[src/hw/rtl/tsd_pkg.sv]
// ----------------------------------------------------------------------------
// tsd_pkg
// Types and constants shared by the TURN-over-TCP stream deframer modules.
// ----------------------------------------------------------------------------
package tsd_pkg;

   localparam int unsigned STUN_HEADER_BYTES = 20;
   localparam int unsigned CHAN_HEADER_BYTES = 4;
   localparam int unsigned POS_W             = 17;

   // first header byte thresholds (high byte of 0x4000 and 0x8000)
   localparam logic [7:0] CHAN_TYPE_MIN = 8'h40;
   localparam logic [7:0] BAD_TYPE_MIN  = 8'h80;

   // header byte positions
   localparam logic [POS_W-1:0] HDR_TYPE_HI = POS_W'(0);
   localparam logic [POS_W-1:0] HDR_TYPE_LO = POS_W'(1);
   localparam logic [POS_W-1:0] HDR_LEN_HI  = POS_W'(2);
   localparam logic [POS_W-1:0] HDR_LEN_LO  = POS_W'(3);

   localparam logic FRAME_KIND_STUN = 1'b0;
   localparam logic FRAME_KIND_CHAN = 1'b1;

   typedef struct packed {
      logic       bad_type;
      logic       frame_kind;
      logic       frame_last;
      logic       frame_first;
      logic [7:0] frame_byte;
   } result_type;

endpackage

[src/hw/rtl/tsd_in_reg.sv]
// ----------------------------------------------------------------------------
// tsd_in_reg
// Input register: captures one stream byte and holds it until the core
// takes it.
// ----------------------------------------------------------------------------
module tsd_in_reg (
   input  logic       clock,
   input  logic       reset,
   input  logic       req_tvalid,
   output logic       req_tready,
   input  logic [7:0] req_tdata,
   output logic       in_valid,
   output logic [7:0] in_byte,
   input  logic       in_take
);

   logic       valid_ff, valid_in;
   logic [7:0] byte_ff, byte_in;
   logic       accept;

   assign req_tready = !valid_ff || in_take;
   assign accept     = req_tvalid && req_tready;

   always_comb begin
      valid_in = valid_ff;
      byte_in  = byte_ff;
      if (accept) begin
         valid_in = 1'b1;
         byte_in  = req_tdata;
      end else if (in_take) begin
         valid_in = 1'b0;
      end
   end

   always_ff @(posedge clock) begin
      if (reset) begin
         valid_ff <= 1'b0;
      end else begin
         valid_ff <= valid_in;
      end
      byte_ff <= byte_in;
   end

   assign in_valid = valid_ff;
   assign in_byte  = byte_ff;

endmodule

[src/hw/rtl/tsd_core.sv]
// ----------------------------------------------------------------------------
// tsd_core
// Frame tracker: decodes the header, counts body bytes, swallows padding
// and halts on an unknown frame type.
// ----------------------------------------------------------------------------
module tsd_core (
   input  logic                 clock,
   input  logic                 reset,
   input  logic                 in_valid,
   input  logic [7:0]           in_byte,
   output logic                 in_take,
   input  logic                 out_free,
   output logic                 res_load,
   output tsd_pkg::result_type  res
);

   typedef enum logic [1:0] {
      PH_HEADER,
      PH_BODY,
      PH_PAD,
      PH_HALT
   } phase_type;

   localparam int unsigned PW = tsd_pkg::POS_W;

   phase_type         phase_ff, phase_in;
   logic [PW-1:0]     pos_ff, pos_in;
   logic [PW-1:0]     total_ff, total_in;
   logic              kind_ff, kind_in;
   logic [7:0]        len_hi_ff, len_hi_in;
   logic [1:0]        pad_ff, pad_in;

   logic              has_res;
   logic [PW-1:0]     hdr_total;
   logic [PW:0]       pos_next;
   logic [1:0]        hdr_pad;
   logic [1:0]        body_pad;
   logic              kind_now;

   assign hdr_total = PW'({len_hi_ff, in_byte}) +
                      (kind_ff ? PW'(tsd_pkg::CHAN_HEADER_BYTES)
                               : PW'(tsd_pkg::STUN_HEADER_BYTES));
   assign hdr_pad   = 2'd0 - hdr_total[1:0];
   assign body_pad  = 2'd0 - total_ff[1:0];
   assign pos_next  = {1'b0, pos_ff} + (PW+1)'(1);
   assign kind_now  = (in_byte >= tsd_pkg::CHAN_TYPE_MIN);

   always_comb begin
      phase_in  = phase_ff;
      pos_in    = pos_ff;
      total_in  = total_ff;
      kind_in   = kind_ff;
      len_hi_in = len_hi_ff;
      pad_in    = pad_ff;
      has_res   = 1'b0;
      res       = '{bad_type: 1'b0, frame_kind: kind_ff, frame_last: 1'b0,
                    frame_first: 1'b0, frame_byte: in_byte};
      unique case (phase_ff)
         PH_HALT: begin
            // drop everything until reset
         end
         PH_PAD: begin
            pad_in = pad_ff - 2'd1;
            if (pad_ff == 2'd1) begin
               phase_in = PH_HEADER;
            end
         end
         PH_HEADER: begin
            has_res = 1'b1;
            priority if (pos_ff == tsd_pkg::HDR_TYPE_HI) begin
               if (in_byte >= tsd_pkg::BAD_TYPE_MIN) begin
                  phase_in       = PH_HALT;
                  res.bad_type   = 1'b1;
                  res.frame_kind = tsd_pkg::FRAME_KIND_STUN;
               end else begin
                  kind_in         = kind_now;
                  pos_in          = tsd_pkg::HDR_TYPE_LO;
                  res.frame_first = 1'b1;
                  res.frame_kind  = kind_now;
               end
            end else if (pos_ff == tsd_pkg::HDR_LEN_HI) begin
               len_hi_in = in_byte;
               pos_in    = tsd_pkg::HDR_LEN_LO;
            end else if (pos_ff == tsd_pkg::HDR_LEN_LO) begin
               total_in = hdr_total;
               if (hdr_total <= PW'(tsd_pkg::CHAN_HEADER_BYTES)) begin
                  res.frame_last = 1'b1;
                  pad_in         = hdr_pad;
                  pos_in         = '0;
                  phase_in       = (hdr_pad != 2'd0) ? PH_PAD : PH_HEADER;
               end else begin
                  pos_in   = PW'(tsd_pkg::CHAN_HEADER_BYTES);
                  phase_in = PH_BODY;
               end
            end else begin
               pos_in = pos_next[PW-1:0];
            end
         end
         PH_BODY: begin
            has_res = 1'b1;
            if (pos_next >= {1'b0, total_ff}) begin
               res.frame_last = 1'b1;
               pad_in         = body_pad;
               pos_in         = '0;
               phase_in       = (body_pad != 2'd0) ? PH_PAD : PH_HEADER;
            end else begin
               pos_in = pos_next[PW-1:0];
            end
         end
         default: begin
         end
      endcase
   end

   assign in_take  = in_valid && (!has_res || out_free);
   assign res_load = in_take && has_res;

   always_ff @(posedge clock) begin
      if (reset) begin
         phase_ff  <= PH_HEADER;
         pos_ff    <= '0;
         total_ff  <= '0;
         kind_ff   <= 1'b0;
         len_hi_ff <= '0;
         pad_ff    <= '0;
      end else if (in_take) begin
         phase_ff  <= phase_in;
         pos_ff    <= pos_in;
         total_ff  <= total_in;
         kind_ff   <= kind_in;
         len_hi_ff <= len_hi_in;
         pad_ff    <= pad_in;
      end
   end

endmodule

[src/hw/rtl/tsd_out_reg.sv]
// ----------------------------------------------------------------------------
// tsd_out_reg
// Result register: holds one result transaction until the sink takes it.
// ----------------------------------------------------------------------------
module tsd_out_reg (
   input  logic                clock,
   input  logic                reset,
   input  logic                res_load,
   input  tsd_pkg::result_type res,
   output logic                out_free,
   output logic                rsp_tvalid,
   input  logic                rsp_tready,
   output logic [7:0]          rsp_tdata,
   output logic                rsp_tlast,
   output logic [2:0]          rsp_tuser
);

   logic                valid_ff, valid_in;
   tsd_pkg::result_type res_ff, res_in;

   assign out_free = !valid_ff || rsp_tready;

   always_comb begin
      valid_in = valid_ff;
      res_in   = res_ff;
      if (res_load) begin
         valid_in = 1'b1;
         res_in   = res;
      end else if (rsp_tready) begin
         valid_in = 1'b0;
      end
   end

   always_ff @(posedge clock) begin
      if (reset) begin
         valid_ff <= 1'b0;
      end else begin
         valid_ff <= valid_in;
      end
      res_ff <= res_in;
   end

   assign rsp_tvalid = valid_ff;
   assign rsp_tdata  = res_ff.frame_byte;
   assign rsp_tlast  = res_ff.frame_last;
   assign rsp_tuser  = {res_ff.bad_type, res_ff.frame_kind, res_ff.frame_first};

endmodule

[src/hw/rtl/turn_tcp_stream_deframer_unit.sv]
// Data path: input register, then the combinational core, then the result register that drives rsp_.
// Throughput: one byte per cycle; the core consumes the input register
// whenever the result register is empty or being drained.
// Pad bytes and bytes after a bad frame type are consumed and give no result.
// Reset: synchronous, active high; clears the frame state to header phase and
// empties both registers.
// ----------------------------------------------------------------------------
// turn_tcp_stream_deframer_unit
// Splits a TCP byte stream into STUN messages and ChannelData frames.
// ----------------------------------------------------------------------------
module turn_tcp_stream_deframer_unit (
   input  logic       clock,
   input  logic       reset,
   input  logic       req_tvalid,
   output logic       req_tready,
   input  logic [7:0] req_tdata,   // [7:0] stream_byte
   output logic       rsp_tvalid,
   input  logic       rsp_tready,
   output logic [7:0] rsp_tdata,   // [7:0] frame_byte
   output logic       rsp_tlast,
   output logic [2:0] rsp_tuser    // [0] frame_first, [1] frame_kind, [2] bad_type
);

   logic                in_valid;
   logic [7:0]          in_byte;
   logic                in_take;
   logic                out_free;
   logic                res_load;
   tsd_pkg::result_type res;

   tsd_in_reg u_in_reg (
      .clock      (clock),
      .reset      (reset),
      .req_tvalid (req_tvalid),
      .req_tready (req_tready),
      .req_tdata  (req_tdata),
      .in_valid   (in_valid),
      .in_byte    (in_byte),
      .in_take    (in_take)
   );

   tsd_core u_core (
      .clock    (clock),
      .reset    (reset),
      .in_valid (in_valid),
      .in_byte  (in_byte),
      .in_take  (in_take),
      .out_free (out_free),
      .res_load (res_load),
      .res      (res)
   );

   tsd_out_reg u_out_reg (
      .clock      (clock),
      .reset      (reset),
      .res_load   (res_load),
      .res        (res),
      .out_free   (out_free),
      .rsp_tvalid (rsp_tvalid),
      .rsp_tready (rsp_tready),
      .rsp_tdata  (rsp_tdata),
      .rsp_tlast  (rsp_tlast),
      .rsp_tuser  (rsp_tuser)
   );

endmodule

[config.mk]
export PLATFORM = sky130hd
export DESIGN_NAME = turn_tcp_stream_deframer_unit
export DESIGN_NICKNAME = d
export VERILOG_FILES = /design/src/hw/rtl/tsd_pkg.sv /design/src/hw/rtl/tsd_in_reg.sv /design/src/hw/rtl/tsd_core.sv /design/src/hw/rtl/tsd_out_reg.sv /design/src/hw/rtl/turn_tcp_stream_deframer_unit.sv
export SDC_FILE = /design/constraint.sdc
export NUM_CORES = 1
export LEC_CHECK = 0
export ABC_CLOCK_PERIOD_IN_PS = 3600
export BUFFER_PORTS_ARGS = -buffer_cell sky130_fd_sc_hd__buf_2
export CORE_MARGIN = 1
export CORE_UTILIZATION = 55
export CTS_CLUSTER_SIZE = 12
export DETAILED_ROUTE_END_ITERATION = 8
export PLACE_DENSITY = 0.76
export SETUP_SLACK_MARGIN = 0.3
export SLEW_MARGIN = 25
export SYNTH_ARGS = -nofsm -noshare
export SYNTH_HDL_FRONTEND = slang
export SYNTH_SLANG_ARGS = --single-unit
[constraint.sdc]
create_clock -name clock -period 3.6 [get_ports clock]
set_input_delay 0.36 -clock clock [delete_from_list [all_inputs] [get_ports clock]]
set_output_delay 0.36 -clock clock [all_outputs]
set_load 0.005 [all_outputs]
After elaboration in Yosys (flattened, before gate mapping) --
Index checks and enable logic that the tools add are counted.
Cells by class: add/sub/neg operators 5, order comparisons 4, equal/unequal tests 15, mux-type cells 40, bitwise operators 3, reduce and logical (&&, ||, !) cells 25
Operators by type and width (number):
- 17-bit 2-to-1 mux | 5
- 17-bit by 2-bit == test with 1-bit output (second input constant) | 2
- 17-bit case mux with 2 select lines | 1
- 2-bit 2-to-1 mux | 14
- 17-bit by 1-bit adder with 18-bit output (second input constant) | 1
- 18-bit by 17-bit greater-or-equal comparator with 1-bit output | 1
- 16-bit by 17-bit adder with 17-bit output | 1
- 17-bit by 3-bit less-or-equal comparator with 1-bit output (second input constant) | 1
- 17-bit zero test | 1
- 1-bit 2-to-1 mux | 15
- 7-bit AND reduction | 2
- 2-bit case mux with 3 select lines | 2
- 2-bit nonzero test | 5
- 8-bit by 7-bit greater-or-equal comparator with 1-bit output (second input constant) | 1
- 8-bit greater-or-equal comparator (second input constant) | 1
- 2-bit by 1-bit != test with 1-bit output (second input constant) | 4
- 4-bit AND reduction | 2
- 3-bit != test (second input constant) | 2
- 5-bit 2-to-1 mux | 1
- 5-bit AND reduction | 1
- 2-bit by 1-bit == test with 1-bit output (second input constant) | 2
- 2-bit != test (second input constant) | 2
- 1-bit by 2-bit subtractor with 2-bit output (first input constant) | 2
- 1-bit logical AND | 3
- other kinds (14) | 20
Word-level totals: flip-flop bits (word level) 69, bits of input ports 12, output and inout port bits 14, logic and storage cells 106

Logic depth before layout (Yosys ltp) --
Gate-level depths: netlist of run 1.
depth after elaboration 10, gate-level depth with buffers 18

Cells and area by module --
A second synthesis of run 1 with hierarchy kept.
Second synthesis, totals: cells, all modules 457, area total of the unflattened synthesis 4150.2 µm²
By module, submodules not included:
- tsd_core | times used 1, cells each 428, area an instance 3448.3 µm², seq. area each 940.9 µm²
- tsd_out_reg | times used 1, cells each 16, area an instance 406.6 µm², seq. area each 380.4 µm²
- tsd_in_reg | times used 1, cells each 13, area an instance 295.3 µm², seq. area each 260.2 µm²

Least setup slack after synthesis of run 1 --
OpenSTA, ideal clock, no wires.
path kind flip-flop to flip-flop, from register u_core.pos_ff[0], to register u_core.pad_ff[1], setup time 0.121 ns, data arrival time 3.297 ns, setup slack 0.182 ns, stages on the path, launching flop included 18, path buffers 1, period minus slack after synthesis 3.418 ns, cell sequence dfxtp_1 > ha_1 > buf_2 > nand2_1 > nor2_1 > nand3_1 > nor2_1 > and3_1 > xnor2_1 > inv_1 > ha_1 > nand4_1 > o41ai_1 > a221oi_1 > o211a_1 > nand2b_1 > a31oi_4 > mux2_4
Between the ends: longest elaborated chain between the ends 4, elaborated cells between the ends (all ways) 10, those cells by class add/sub (1); order compare (1); eq/ne (6); reduce/logical (2)
RTL lines:
- from (decl) | line tsd_core.sv:27 | logic [PW-1:0] pos_ff, pos_in;
- from (signal assigned) | line tsd_core.sv:128 | pos_ff <= pos_in;
- 17-bit by 1-bit adder with 18-bit output | line tsd_core.sv:45 | assign pos_next = {1'b0, pos_ff} + (PW+1)'(1);
- 18-bit by 17-bit greater-or-equal comparator with 1-bit output | line tsd_core.sv:101 | if (pos_next >= {1'b0, total_ff}) begin
- 2-bit by 1-bit != test with 1-bit output (no source line)
- 7-bit AND reduction (no source line) *
- to (signal assigned) | line tsd_core.sv:132 | pad_ff <= pad_in;
- to (decl) | line tsd_core.sv:31 | logic [1:0] pad_ff, pad_in;
Mark *: on every way between the ends. The rest lies on a longest branch, timed or not. A chain may end at the register's enable or synchronous reset.

Worst setup path after layout of run 1 --
from register u_core.pos_ff[2], to register u_core.pad_ff[1]
Same word-level chain as after synthesis.

==> results.tsv, run 1 <==
stage	metric	value	unit
detailed_routing	Vias	3501	
grt	pin count of the biggest net entering global routing	38	
clocking	CTS sink count	69	
floorplanning	initial core utilization	0.5811	
grt	GR Overflow Total	0	
logic_synthesis	top_reg_cell synth	dfxtp_1	
power	switching power	503.8	uW
timing	final hold slack	0.1634	ns
layout	post-route insts no fill	600	
floorplanning	die height	87.66	um
power	Sw Ratio	0.2997	
detailed_routing	DR WL met2	4616	um
timing	Tmin final	3.279	ns
logic_synthesis	FFs w/ async S/R, synth	0	
placed_design	Port Buffer Count	25	
timing	fin crit share	0.9107	
detailed_routing	# DRC	0	
timing	achievable clock frequency	305.0	MHz
detailed_routing	number of DRC markers in iteration 0	209	
logic_synthesis	simple-gate share of the synthesized area	0.1988	
power	P_leak	1.881	nW
timing	RSZ-0062 raised after global routing	true	
worst_hold_path	hold depth	1	
setup_path	worst-path fanout max	6	
detailed_routing	DR WL/cell	16.13	um
logic_synthesis	adder-cell share of the synthesized area	0.08062	
timing	Final Hold Fails	0	
detailed_routing	via/cell ratio	5.835	
detailed_routing	Final ANT Viol Nets	0	
logic_synthesis	Mapped Cells	465	
clocking	Worst-path clk slew	0.08	ns
setup_path	Crit path arrival time	3.54	ns
timing	worst slew pin tran	0.7606	ns
placed_design	pre-CTS WS	0.1369	ns
power	Power, Total	1.681	mW
placed_design	placed cell count	574	
placed_design	dpl hpwl	6601	um
logic_synthesis	multiplexer area fraction after synthesis	0.03442	
grt	gr usage total	0.2652	
detailed_routing	final wirelength	9677	um
setup_path	Worst R2R Path Depth	16	
logic_synthesis	register bit total from synthesis	69	
worst_hold_path	hold path endpoint	u_in_reg.in_byte[4]	
clocking	clk buf depth	2	
job	max cap viols	0	
logic_synthesis	Compound-Gate Fraction of Synth Area	0.1771	
layout	NumNets Final	537	
grt	initial antenna violation count	0	
clocking	TritonCTS clock tree	done	
timing	final clock skew	0.01040	ns
layout	share of layout cells above drive strength 1	0.2262	
logic_synthesis	synthesized area	0.004035	mm^2
floorplanning	die area	0.007683	mm^2
clocking	Num CTS Buffers	9	
worst_hold_path	Worst Hold Class	input port to flip-flop	
detailed_routing	wire length on met1	4186	um
timing	setup TNS	0	ns
detailed_routing	top layer in use	met4	
setup_path	Critical R2R Capture	u_core.pad_ff[1]	
clocking	Hold-fix buffers, CTS	0	
logic_synthesis	largest family of logic cells by synthesized area	simple AND/OR/NAND/NOR gates	
power	combinational group share of total power	0.144	
power	sequential power share	0.504	
power	part of the power in the clock network	0.352	
clocking	Root Driver	clkbuf_8	
logic_synthesis	number of distinct library cells after synthesis	61	
logic_synthesis	Post-Syn Nets	503	
setup_path	CP required	3.86	ns
setup_path	Startpoint Class	flip-flop	
detailed_routing	routed wl met3	659	um
logic_synthesis	number of enable flip-flop cells after synthesis	20	
setup_path	worst r2r src	u_core.pos_ff[2]	
placed_design	GP Congestion	0.9183	
power	peak supply drop	0.2854	mV
power	Pint	1.177	mW
setup_path	R2R Setup Slk	0.32	ns
run_status	outcome	finished clean	
logic_synthesis	part of the Yosys area used for sequential elements	0.3919	
setup_path	critical path capture point type	flip-flop	
layout	# diodes	0	
grt	number of global-route vias before repair	3237	
clocking	H-tree levels	3	
worst_hold_path	Hold Startpoint	req_tdata[4]	
timing	Worst Slack Setup Final	0.3214	ns
power	pwr dens	354.8	mW/mm^2
floorplanning	Die Span X	87.66	um
logic_synthesis	XOR/XNOR share of the synthesized area	0.04992	
setup_path	Setup CP Type	flip-flop to flip-flop	
clocking	clk_lat worst skew	0.36	ns
timing	max-slew violation count	0	
floorplanning	Placement Rows	30	
logic_synthesis	mean post-synth cell area	8.678	um^2
grt	global-route wire length before repair	15460	um
detailed_routing	drt first pass iters	5	
timing	Setup-failing EPs final	0	
timing	relative slew slack	0.4876	
floorplanning	area of the core	0.006944	mm^2
layout	P&R area growth vs syn	17.43	%
logic_synthesis	Syn. warnings	0	
floorplanning	Ports	26	
## worst max-delay path: stages (launching register included)
cell and delay (ns):
dfxtp_2 0.36, buf_4 0.17, nand2_4 0.07, nor2_4 0.14, nand3_4 0.13, nor2_4 0.16
and3_4 0.23, xnor2_4 0.12, inv_2 0.06, ha_4 0.26, nand4_1 0.11, o41ai_2 0.36
a221oi_2 0.14, o211a_1 0.17, nand2b_4 0.17, a31oi_4 0.21, mux2_4 0.31
## power by group through the flow
| stage | registers (mW) | logic (mW) | clock network [mW] |
|---|---|---|---|
| floorplan | 0.855 | 0.160 | 0 |
| finish | 0.847 | 0.242 | 0.592 |
| detailed placement | 0.864 | 0.214 | 0 |
| global placement | 0.863 | 0.211 | 0 |
| CTS | 0.847 | 0.223 | 0.597 |
| global route | 0.851 | 0.263 | 0.636 |
## worst max-delay path by stage
stage | start | endpoint | cells past startpoint
2_1_floorplan | u_core.pos_ff[0] | u_core.pad_ff[1] | 17
3_3_place_gp | u_core.pos_ff[3] | u_core.pad_ff[1] | 14
3_5_place_dp | u_core.pos_ff[0] | u_core.pos_ff[13] | 17
4_1_cts | u_core.pos_ff[0] | u_core.pos_ff[9] | 17
5_1_grt | u_core.pos_ff[0] | u_core.pad_ff[1] | 16
6_report | u_core.pos_ff[2] | u_core.pad_ff[1] | 16
## state kept, by name (all words and copies together), names as in the netlist
signal and flops:
u_in_reg.in_byte 8, u_out_reg.rsp_tdata 8, u_core.kind_ff 1, u_out_reg.rsp_tlast 1
u_core.total_ff 17, u_out_reg.rsp_tuser 3, u_in_reg.in_valid 1, u_core.len_hi_ff 8
u_out_reg.rsp_tvalid 1, u_core.phase_ff 2, u_core.pos_ff 17, u_core.pad_ff 2
## per-stage QoR
step	instance area, um^2	util
detailed placement	4259	0.6133
CTS	4521	0.6510
global placement	4259	0.6133
global route	4738	0.6823
finish	4738	0.6823
floorplan	4050	-
## Yosys cell counts, types with 2 or more instances
master	count	area (um^2)
a2111oi_0	2	17.52
a211oi_1	15	112.6
a21o_1	2	15.01
a21oi_1	26	130.1
a221oi_1	2	17.52
a311oi_1	2	17.52
a31oi_1	3	18.77
a31oi_4	2	42.54
and2_1	5	31.28
and3_1	6	37.54
and4_1	4	35.03
buf_2	12	60.06
buf_4	2	15.01
clkbuf_1	6	22.52
dfxtp_1	49	980.9
edfxtp_1	20	600.6
ha_1	26	325.3
inv_1	41	153.9
mux2i_1	11	110.1
nand2_1	46	172.7
nand2b_1	11	68.82
nand3_1	14	70.07
nand4_1	9	56.30
nor2_1	57	214.0
nor3_1	4	20.02
nor4_1	4	25.02
o2111ai_1	2	17.52
o211ai_1	4	30.03
o21ai_0	12	60.06
o21ai_1	9	45.04
o22ai_1	2	12.51
or2_2	2	12.51
or3_1	4	25.02
xnor2_1	10	87.58
xor2_1	13	113.9
## layout make-up
class                   instances  area, um^2
multi-input cells             332        2396
fillers                       561        2206
flip-flops and latches         69        1605
repair buffers                 45       279.0
inverters                      42       157.7
clock buffers                   9       123.9
well taps                      96       120.1
clock inverters                 7       56.30
## logic make-up (layout without fill, tap and decap cells)
| kind of cell | count (synthesis) | after routing |
|---|---|---|
| and+or+nand+nor | 170 | 170 |
| AOI/OAI and AO/OA | 100 | 100 |
| DFF | 69 | 69 |
| buffers and inverters | 64 | 103 |
| adders and majority gates | 26 | 26 |
| xor gates and xnor gates | 23 | 23 |
| muxes | 13 | 13 |
## timing repair
| action | in CTS | in global routing |
|---|---|---|
| pin swaps | 4 | 17 |
| setup endpoints to repair | 18 | 22 |
| endpoints found under the hold margin | 0 | 0 |
| resized for setup | 14 | 36 |
| setup buffers | 2 | 8 |
## layer usage
metal,GRT usage,vias to the layer above
met5,0,-
met4,0.08942,0
met3,0.06503,24
met2,0.4403,131
met1,0.3386,1641
li1,-,1705
## placed cells by master (no fill, tap or decap), types with 5 or more instances in the layout
master,netlist,routed
nor2_1,57,53
a211oi_1,15,15
buf_2,12,25
nand3_1,14,10
xnor2_1,10,9
ha_1,26,24
clkbuf_8,0,9
dfxtp_1,49,38
o21ai_0,12,12
and2_1,5,5
and3_1,6,5
nand2b_1,11,9
edfxtp_1,20,20
nand2_1,46,45
mux2i_1,11,11
dfxtp_2,0,7
buf_4,2,19
o21ai_1,9,9
nand4_1,9,9
inv_1,41,40
a21oi_1,26,23
xor2_1,13,12
No activity file was read; power rests on OpenSTA's default activity.
==> run 2: changes to the inputs <==
==> constraint.sdc (replaced) <==
create_clock -name clock -period 3.6 [get_ports clock]
set_input_delay 0.54 -clock clock [delete_from_list [all_inputs] [get_ports clock]]
set_output_delay 0.54 -clock clock [all_outputs]
set_load 0.005 [all_outputs]
==> results.tsv, run 2 (synthesized netlist as in run 1, its figures left out) <==
stage	metric	value	unit
grt	gr busiest metal	met2	
setup_path	Crit path arrival time	3.52	ns
layout	FILL cells	519	
placed_design	dpl hpwl	6597	um
power	peak supply drop	0.3308	mV
timing	max-slew violation count	0	
layout	top flop regs	u_core.pos_ff (17), u_core.total_ff (17)	
timing	Setup-failing EPs final	0	
floorplanning	initial core utilization	0.5811	
job	max cap viols	0	
grt	GR Overflow Total	0	
layout	P&R area growth vs syn	19.78	%
grt	GRT met3 Usage	0.07069	
setup_path	Startpoint Class	flip-flop	
setup_path	critical path capture point type	flip-flop	
detailed_routing	Final ANT Viol Nets	0	
layout	fin util	0.6960	
grt	pin count of the biggest net entering global routing	38	
detailed_routing	# DRC	0	
setup_path	CP max stage delay	0.38	ns
clocking	clk_lat worst skew	0.35	ns
placed_design	GP Congestion	0.9052	
placed_design	Port Buffer Count	25	
clocking	TritonCTS clock tree	done	
timing	Final Hold Fails	0	
setup_path	Worst path most repeated cell	nand4_1	
floorplanning	Die Span X	87.66	um
layout	share of layout cells above drive strength 1	0.2470	
grt	GR Layer Usage met2	0.4169	
grt	global-route wire length before repair	14970	um
layout	# diodes	0	
detailed_routing	drt first pass iters	4	
detailed_routing	via/cell ratio	5.812	
detailed_routing	final wirelength	9695	um
timing	achievable clock frequency	304.9	MHz
detailed_routing	number of DRC markers in iteration 0	238	
timing	setup TNS	0	ns
run_status	outcome	finished clean	
grt	number of global-route vias before repair	3187	
timing	final clock skew	0.005022	ns
timing	Tmin final	3.280	ns
grt	gr usage total	0.2539	
floorplanning	area of the core	0.006944	mm^2
timing	fin crit share	0.9110	
layout	most frequent cells in the layout	nor2_1, nand2_1, inv_1, dfxtp_1, buf_2	
setup_path	Slowest cell on crit path	dfxtp_4	
floorplanning	Ports	26	
detailed_routing	DR WL/cell	16.10	um
layout	NumNets Final	539	
clocking	CTS sink count	69	
clocking	Worst-path clk slew	0.08	ns
timing	RSZ-0062 raised after global routing	true	
grt	initial antenna violation count	0	
power	pwr dens	345.2	mW/mm^2
layout	commonest non-fill, non-tap cell in the layout	nor2_1	
clocking	Root Driver	clkbuf_8	
setup_path	worst-path fanout max	6	
floorplanning	die height	87.66	um
setup_path	CP Cell Sequence	nand4_1 -> nor4_4 -> buf_4 -> nand2_4 -> xor2_4 -> inv_2 -> ha_4 -> nand4_1 -> o41ai_2 -> a221oi_2 -> o211a_1 -> nand2b_4 -> a31oi_4 -> mux2_4	
setup_path	CP required	3.84	ns
setup_path	Setup CP Type	flip-flop to flip-flop	
floorplanning	Placement Rows	30	
grt	routing usage on met1	0.3199	
worst_hold_path	Worst Hold Class	input port to flip-flop	
timing	worst slew pin tran	0.7257	ns
power	P_leak	1.907	nW
floorplanning	die area	0.007683	mm^2
detailed_routing	Vias	3499	
clocking	clk buf depth	2	
clocking	Num CTS Buffers	9	
timing	relative slew slack	0.5162	
clocking	H-tree levels	3	
-- run 2: cell count changes in the layout (fill, tap and decap cells not counted), moves of 3 or more --
cell,delta
buf_4,+3
dfxtp_4,+3
ha_1,-4
ha_4,+4
xnor2_2,+3
-- run 2: layout make-up --
| type | count | area [um^2] | share of cell area |
|---|---|---|---|
| tap | 96 | 120.1 | 0.02485 |
| clock buffer | 9 | 123.9 | 0.02563 |
| clock inverter | 7 | 56.30 | 0.01165 |
| multi-input combinational | 332 | 2471 | 0.5113 |
| inverter | 42 | 157.7 | 0.03262 |
| sequential | 69 | 1614 | 0.3339 |
| timing repair buffer | 47 | 290.3 | 0.06006 |
-- run 2: stage by stage --
stage               std cells  worst slack [ns]  instance area [um^2]  hold WS (ns)  power [mW]
CTS                       593            0.3226                  4529        0.3472       1.664
floorplan                 465            0.3160                  4050        0.4277       1.015
detailed placement        574           0.09220                  4264        0.4765       1.077
global route              602            0.2093                  4833        0.3334       1.738
finish                    602            0.3204                  4833        0.3603       1.669
global placement          574            0.1618                  4259        0.4724       1.074
-- run 2: worst max-delay path: cells and delay by family, from the launching register on --
family,cells,cell delay [ns]
AOI/OAI and AO/OA,4,0.86
xor gates and xnor gates,1,0.16
adders and majority gates,1,0.26
buffers and inverters,2,0.25
DFF,1,0.38
muxes,1,0.31
and+or+nand+nor,5,0.93
-- run 2: worst paths after layout --
check | startpoint | endpoint | slack, ns | cells after the start
min reg2reg | u_in_reg.in_byte[0] | u_out_reg.rsp_tdata[0] | 0.49 | 0
max | u_core.pos_ff[9] | u_core.pad_ff[1] | 0.32 | 14
min | req_tdata[1] | u_in_reg.in_byte[1] | 0.36 | 1
max reg2reg | u_core.pos_ff[9] | u_core.pad_ff[1] | 0.32 | 14
-- run 2: what timing repair did --
action / 4_1_cts / 5_1_grt
endpoints found under the setup margin: 18 / 22
hold buffers: 0 / 0
gates resized for setup: 16 / 46
buffers inserted: 3 / 9
pin swaps: 6 / 15
-- run 2: layer usage --
metal	routed length [um]	vias to the layer above
li1	-	1710
met2	4619	133
met5	0	-
met4	220	0
met1	4200	1629
met3	654	27
-- run 2: power by group --
group	internal, mW	switching, mW	leakage, nW
clock	0.259	0.328	0.0910
combinational	0.0963	0.139	1.22
sequential	0.820	0.0262	0.595
total	1.18	0.493	1.91
